===== src/rtl/mexp_pkg.sv =====
// Package for the modular exponentiation block: types, microcode codes and the control store.
`default_nettype none

package mexp_pkg;

    localparam int WIDTH = 32;
    localparam int CNT_W = $clog2(WIDTH);
    localparam int PC_W = 4;

    typedef logic [WIDTH-1:0] word_t;
    typedef logic [PC_W-1:0] pc_t;

    localparam logic [3:0] OP_NOP          = 4'd0;
    localparam logic [3:0] OP_LOAD         = 4'd1;
    localparam logic [3:0] OP_RED_INIT     = 4'd2;
    localparam logic [3:0] OP_RED_STEP     = 4'd3;
    localparam logic [3:0] OP_RED_DONE     = 4'd4;
    localparam logic [3:0] OP_MUL_ACC_INIT = 4'd5;
    localparam logic [3:0] OP_MUL_SQ_INIT  = 4'd6;
    localparam logic [3:0] OP_MUL_STEP     = 4'd7;
    localparam logic [3:0] OP_MUL_ACC_DONE = 4'd8;
    localparam logic [3:0] OP_SQ_DONE      = 4'd9;
    localparam logic [3:0] OP_EMIT         = 4'd10;

    localparam logic [3:0] C_NEXT     = 4'd0;
    localparam logic [3:0] C_ALWAYS   = 4'd1;
    localparam logic [3:0] C_NO_INPUT = 4'd2;
    localparam logic [3:0] C_EARLY    = 4'd3;
    localparam logic [3:0] C_CNT_MORE = 4'd4;
    localparam logic [3:0] C_BIT_CLR  = 4'd5;
    localparam logic [3:0] C_Y_MORE   = 4'd6;
    localparam logic [3:0] C_EXP_MORE = 4'd7;
    localparam logic [3:0] C_OUT_FULL = 4'd8;

    localparam pc_t STEP_WAIT     = 4'd0;
    localparam pc_t STEP_CHECK    = 4'd1;
    localparam pc_t STEP_RED_INIT = 4'd2;
    localparam pc_t STEP_RED      = 4'd3;
    localparam pc_t STEP_RED_DONE = 4'd4;
    localparam pc_t STEP_LOOP     = 4'd5;
    localparam pc_t STEP_MA_INIT  = 4'd6;
    localparam pc_t STEP_MA       = 4'd7;
    localparam pc_t STEP_MA_DONE  = 4'd8;
    localparam pc_t STEP_SQ_INIT  = 4'd9;
    localparam pc_t STEP_SQ       = 4'd10;
    localparam pc_t STEP_SQ_DONE  = 4'd11;
    localparam pc_t STEP_EMIT     = 4'd12;
    localparam pc_t STEP_RETURN   = 4'd13;

    typedef struct packed {
        logic [3:0] op;
        logic [3:0] cond;
        pc_t        target;
    } ucode_t;

    typedef struct packed {
        logic in_valid;
        logic early;
        logic cnt_more;
        logic exp_bit_clr;
        logic y_more;
        logic exp_more;
        logic out_full;
    } status_t;

    function automatic ucode_t ucode_rom(input pc_t pc);
        ucode_t w;
        case (pc)
            STEP_WAIT:     w = '{OP_LOAD,         C_NO_INPUT, STEP_WAIT};
            STEP_CHECK:    w = '{OP_NOP,          C_EARLY,    STEP_EMIT};
            STEP_RED_INIT: w = '{OP_RED_INIT,     C_NEXT,     STEP_WAIT};
            STEP_RED:      w = '{OP_RED_STEP,     C_CNT_MORE, STEP_RED};
            STEP_RED_DONE: w = '{OP_RED_DONE,     C_NEXT,     STEP_WAIT};
            STEP_LOOP:     w = '{OP_NOP,          C_BIT_CLR,  STEP_SQ_INIT};
            STEP_MA_INIT:  w = '{OP_MUL_ACC_INIT, C_NEXT,     STEP_WAIT};
            STEP_MA:       w = '{OP_MUL_STEP,     C_Y_MORE,   STEP_MA};
            STEP_MA_DONE:  w = '{OP_MUL_ACC_DONE, C_NEXT,     STEP_WAIT};
            STEP_SQ_INIT:  w = '{OP_MUL_SQ_INIT,  C_NEXT,     STEP_WAIT};
            STEP_SQ:       w = '{OP_MUL_STEP,     C_Y_MORE,   STEP_SQ};
            STEP_SQ_DONE:  w = '{OP_SQ_DONE,      C_EXP_MORE, STEP_LOOP};
            STEP_EMIT:     w = '{OP_EMIT,         C_OUT_FULL, STEP_EMIT};
            STEP_RETURN:   w = '{OP_NOP,          C_ALWAYS,   STEP_WAIT};
            default:       w = '{OP_NOP,          C_ALWAYS,   STEP_WAIT};
        endcase
        return w;
    endfunction

    // Sum of two residues below m, folded back below m.
    function automatic word_t add_mod(input word_t x, input word_t y, input word_t m);
        logic [WIDTH:0] s;
        s = {1'b0, x} + {1'b0, y};
        if (s >= {1'b0, m})
        begin
            s = s - {1'b0, m};
        end
        return s[WIDTH-1:0];
    endfunction

endpackage

`default_nettype wire


===== src/rtl/mexp_seq.sv =====
// Microcode sequencer: step counter, control store lookup and conditional jumps.
`default_nettype none

module mexp_seq
    import mexp_pkg::*;
(
    input  wire logic    clk,
    input  wire logic    rst_n,
    input  wire status_t status,
    output ucode_t       ctrl
);

    pc_t  pc_reg;
    pc_t  pc_next;
    logic take;

    assign ctrl = ucode_rom(pc_reg);

    always_comb
    begin
        case (ctrl.cond)
            C_NEXT:     take = 1'b0;
            C_ALWAYS:   take = 1'b1;
            C_NO_INPUT: take = !status.in_valid;
            C_EARLY:    take = status.early;
            C_CNT_MORE: take = status.cnt_more;
            C_BIT_CLR:  take = status.exp_bit_clr;
            C_Y_MORE:   take = status.y_more;
            C_EXP_MORE: take = status.exp_more;
            C_OUT_FULL: take = status.out_full;
            default:    take = 1'b0;
        endcase
        pc_next = take ? ctrl.target : pc_t'(pc_reg + 1'b1);
    end

    always_ff @(posedge clk or negedge rst_n)
    begin
        if (!rst_n)
        begin
            pc_reg <= STEP_WAIT;
        end
        else
        begin
            pc_reg <= pc_next;
        end
    end

    assert property (@(posedge clk) disable iff (!rst_n)
        (pc_reg == STEP_SQ_DONE && !status.exp_more) |=> pc_reg == STEP_EMIT)
        else $error("Last squaring did not lead to the emit step.");

    assert property (@(posedge clk) disable iff (!rst_n)
        (pc_reg == STEP_CHECK && status.early) |=> pc_reg == STEP_EMIT)
        else $error("Early result did not lead to the emit step.");

endmodule

`default_nettype wire


===== config.mk =====
export PLATFORM = sky130hd
export DESIGN_NAME = mexp_seq
export DESIGN_NICKNAME = d
export VERILOG_FILES = /design/src/rtl/mexp_pkg.sv /design/src/rtl/mexp_seq.sv
export SDC_FILE = /design/constraint.sdc
export NUM_CORES = 1
export LEC_CHECK = 0
export BUFFER_PORTS_ARGS = -buffer_cell sky130_fd_sc_hd__buf_2
export CORE_UTILIZATION = 50
export DETAILED_ROUTE_END_ITERATION = 8
export PLACE_DENSITY = 0.83
export SLEW_MARGIN = 20
export SYNTH_ARGS = -nofsm -noshare
export SYNTH_HDL_FRONTEND = slang
export SYNTH_SLANG_ARGS = --single-unit

===== constraint.sdc =====
create_clock -name clk -period 2.45 [get_ports clk]
set_input_delay 0.3675 -clock clk [delete_from_list [all_inputs] [get_ports clk]]
set_output_delay 0.3675 -clock clk [all_outputs]
set_load 0.02 [all_outputs]

==> results.md <==
- CTS tree: yes
- Die Y: slightly above 40 microns
- Top Ports: 21
- # Max-Cap Violations: 0
- Final #Nets: 128
- Pre-Repair DR Iteration Count: 4
- Initial Util: a little over half
- Post-Syn Nets: 104
- Post-synth EDFFs: 0
- Fin worst setup slack: 0.174 ns
- Congestion Overflow GR: 0
- Clk pin slew, worst setup/hold paths: ~0.04 ns
- Req. time, crit path: around 2.6 ns
- Setup TNS: 0 ns
- Layout cells sized above 1: between 30% and 40%
- Worst relative slew slack: approximately 65%
- Count leader, synth: a21oi_1
- Main flop type after synthesis: dfrtp_1
- CP Class: register to register
- Antenna viol nets, final: 0
- Setup crit start kind: register
- Post_cts resized: 0
- Vias in the first global route: between 500 and 600
- CP endpoint kind: register
- Post-CTS Setup Inserts: 0
- Worst-Margin Slew: between 0.5 and 0.6 ns
- Diode count: 0
- Max FFs per register: 4
- Layout Utilization: between 60 and 70%
- Vias per std cell: between 5 and 6
- Grt met3 use: approximately 1.7%
- Unique masters post-synth: 40
- Fmax: between 0.4 and 0.5 GHz
- Worst Path Max Fanout: 9
- Register bit total from synthesis: 4
- Core Footprint: between 1000 and 1500 sq um
- Chip Width: roughly 40 microns
- Yosys top cell area share: a little over an eighth
- Area Growth Syn to Fin: 19.0%
- Gpl congestion: 0.839
- Drt total wl: about 1.7 mm
- Met2 Use GR: between 30% and 40%
- Sink Count: 4
- FFs w/ async S/R, synth: 100%
- Status: completed
- Reg2reg start: pc_reg[0]$_DFF_PN0_
- Post-layout minimum cycle time: 2.28 ns
- Fin area: about 870 sq um
- Final Max Tran Viols: 0
- CP startpoint: pc_reg[0]$_DFF_PN0_
- H-tree depth: 1
- Port-buffer cells: 20
- Mapped Area: approximately 730 sq um
- Num CTS Buffers: 3
- Hold-fix buffers, CTS: 1
- Routed WL per cell: roughly 14 microns
- Fin. Hold Viols: 0
- # rows: 13
- First-pass GRT wire length: between 2 and 2.5 mm
- Pre-CTS WS: 0.176 ns
- Hold Path Class: input port to async pin
- Initial DRC Count: 29
- Post-synthesis sequential area ratio: a little over an eighth
- Crit path arrival time: between 2 and 2.5 ns
- Clk buf depth: 2
- Endpoints failing setup: 0
- Clk_skew: roughly 0.0032 ns
- Synth top cells by count: a21oi_1, ha_1, inv_1, nand2_1, mux2_4
- Total track usage: a little under a quarter
- Gr busiest metal: met2
- Synthesized netlist cell count: 88
- Met1 Use GR: between 30 and 40%
- Die area: approximately 1600 sq um
- Synth area leader: dfrtp_1
- Pin count of the biggest net entering global routing: 15
- Hpwl dp: around 1.3 mm
- DR DRC count: 0
- Synth top area cells: dfrtp_1, ha_1, mux2_4, a21oi_1, o32ai_4
- Placed Instance Area: about 840 sq um
- Final worst-path cycle share: 92.9%
- RSZ-0062 raised after global routing: no
- Syn_area_per_cell: 8.32 sq um
- Skew-Pair Late Insertion Delay: between 0.2 and 0.25 ns
- Root Buffer: clkbuf_4
- YS warnings: 0
- Initial antenna violation count: 0
- Via count: slightly above 700
## worst max-delay path, stage by stage (launching register included)
cell and delay [ns]:
dfrtp_1 0.50, ha_1 0.38, nand2b_4 0.11, a21oi_1 0.17, a31oi_2 0.07, and2_1 0.19, o32ai_4 0.40, mux2_4 0.34
## metal layers
metal  wire, microns  part of all wire [%]  up-vias
met5               0                     0        -
met4              35                   2.1        0
met3              76                   4.5        4
met2             758                    45       24
met1             825                    49      335
li1                -                     -      364
## final timing paths
path | endpoint | slack (ns) | cells past startpoint
min in group clk | pc_reg[0]$_DFF_PN0_ | 0.81 | 2
hold / removal | pc_reg[1]$_DFF_PN0_ | 0.46 | 2
setup / recovery | pc_reg[2]$_DFF_PN0_ | 0.17 | 7
setup reg to reg | pc_reg[2]$_DFF_PN0_ | 0.17 | 7
max in group asynchronous | pc_reg[3]$_DFF_PN0_ | 1.87 | 2
hold reg to reg | pc_reg[0]$_DFF_PN0_ | 0.81 | 2
## layout make-up
| type | count | area [sq um] |
|---|---|---|
| Sequential cell | 4 | 100 |
| Inverter | 8 | 43.8 |
| Clock buffer | 3 | 22.5 |
| Timing Repair Buffer | 24 | 133 |
| Fill cell | 118 | 463 |
| Tap cell | 15 | 18.8 |
| Multi-Input combinational cell | 71 | 553 |
## cells in the final DEF (no fill, tap or decap), drive strengths merged, types with 2 or more instances in the layout
| cell | count |
|---|---|
| a211oi | 2 |
| mux2 | 5 |
| nand2b | 3 |
| clkbuf | 3 |
| o32ai | 2 |
| mux2i | 2 |
| a21oi | 12 |
| o21ai | 5 |
| nand2 | 8 |
| dfrtp | 4 |
| nor2 | 4 |
| nand3 | 2 |
| buf | 23 |
| ha | 7 |
| inv | 7 |
| o22ai | 2 |
| a31oi | 2 |
| nor3 | 2 |
## metrics by stage
stage,hold slack [ns],cells
3_5_place_dp,0.178,121
4_1_cts,0.467,125
5_1_grt,0.497,125
6_report,0.462,125
2_1_floorplan,0.0719,88
3_3_place_gp,0.171,121
## cell families (layout without fill, tap and decap cells)
| kind of cell | count (synthesis) | in the layout | synth area share, % |
|---|---|---|---|
| compound gates | 30 | 30 | 29.9 |
| xor+xnor | 2 | 2 | 2.39 |
| fa+ha+maj | 7 | 7 | 12.0 |
| buf+inv | 13 | 35 | 10.8 |
| flops | 4 | 4 | 13.7 |
| mux | 7 | 7 | 13.0 |
| simple gates | 25 | 25 | 18.3 |
Power is left out: the tool's default activity adds up to more than one toggle a clock period on the data nets, which glitch-free logic cannot reach.
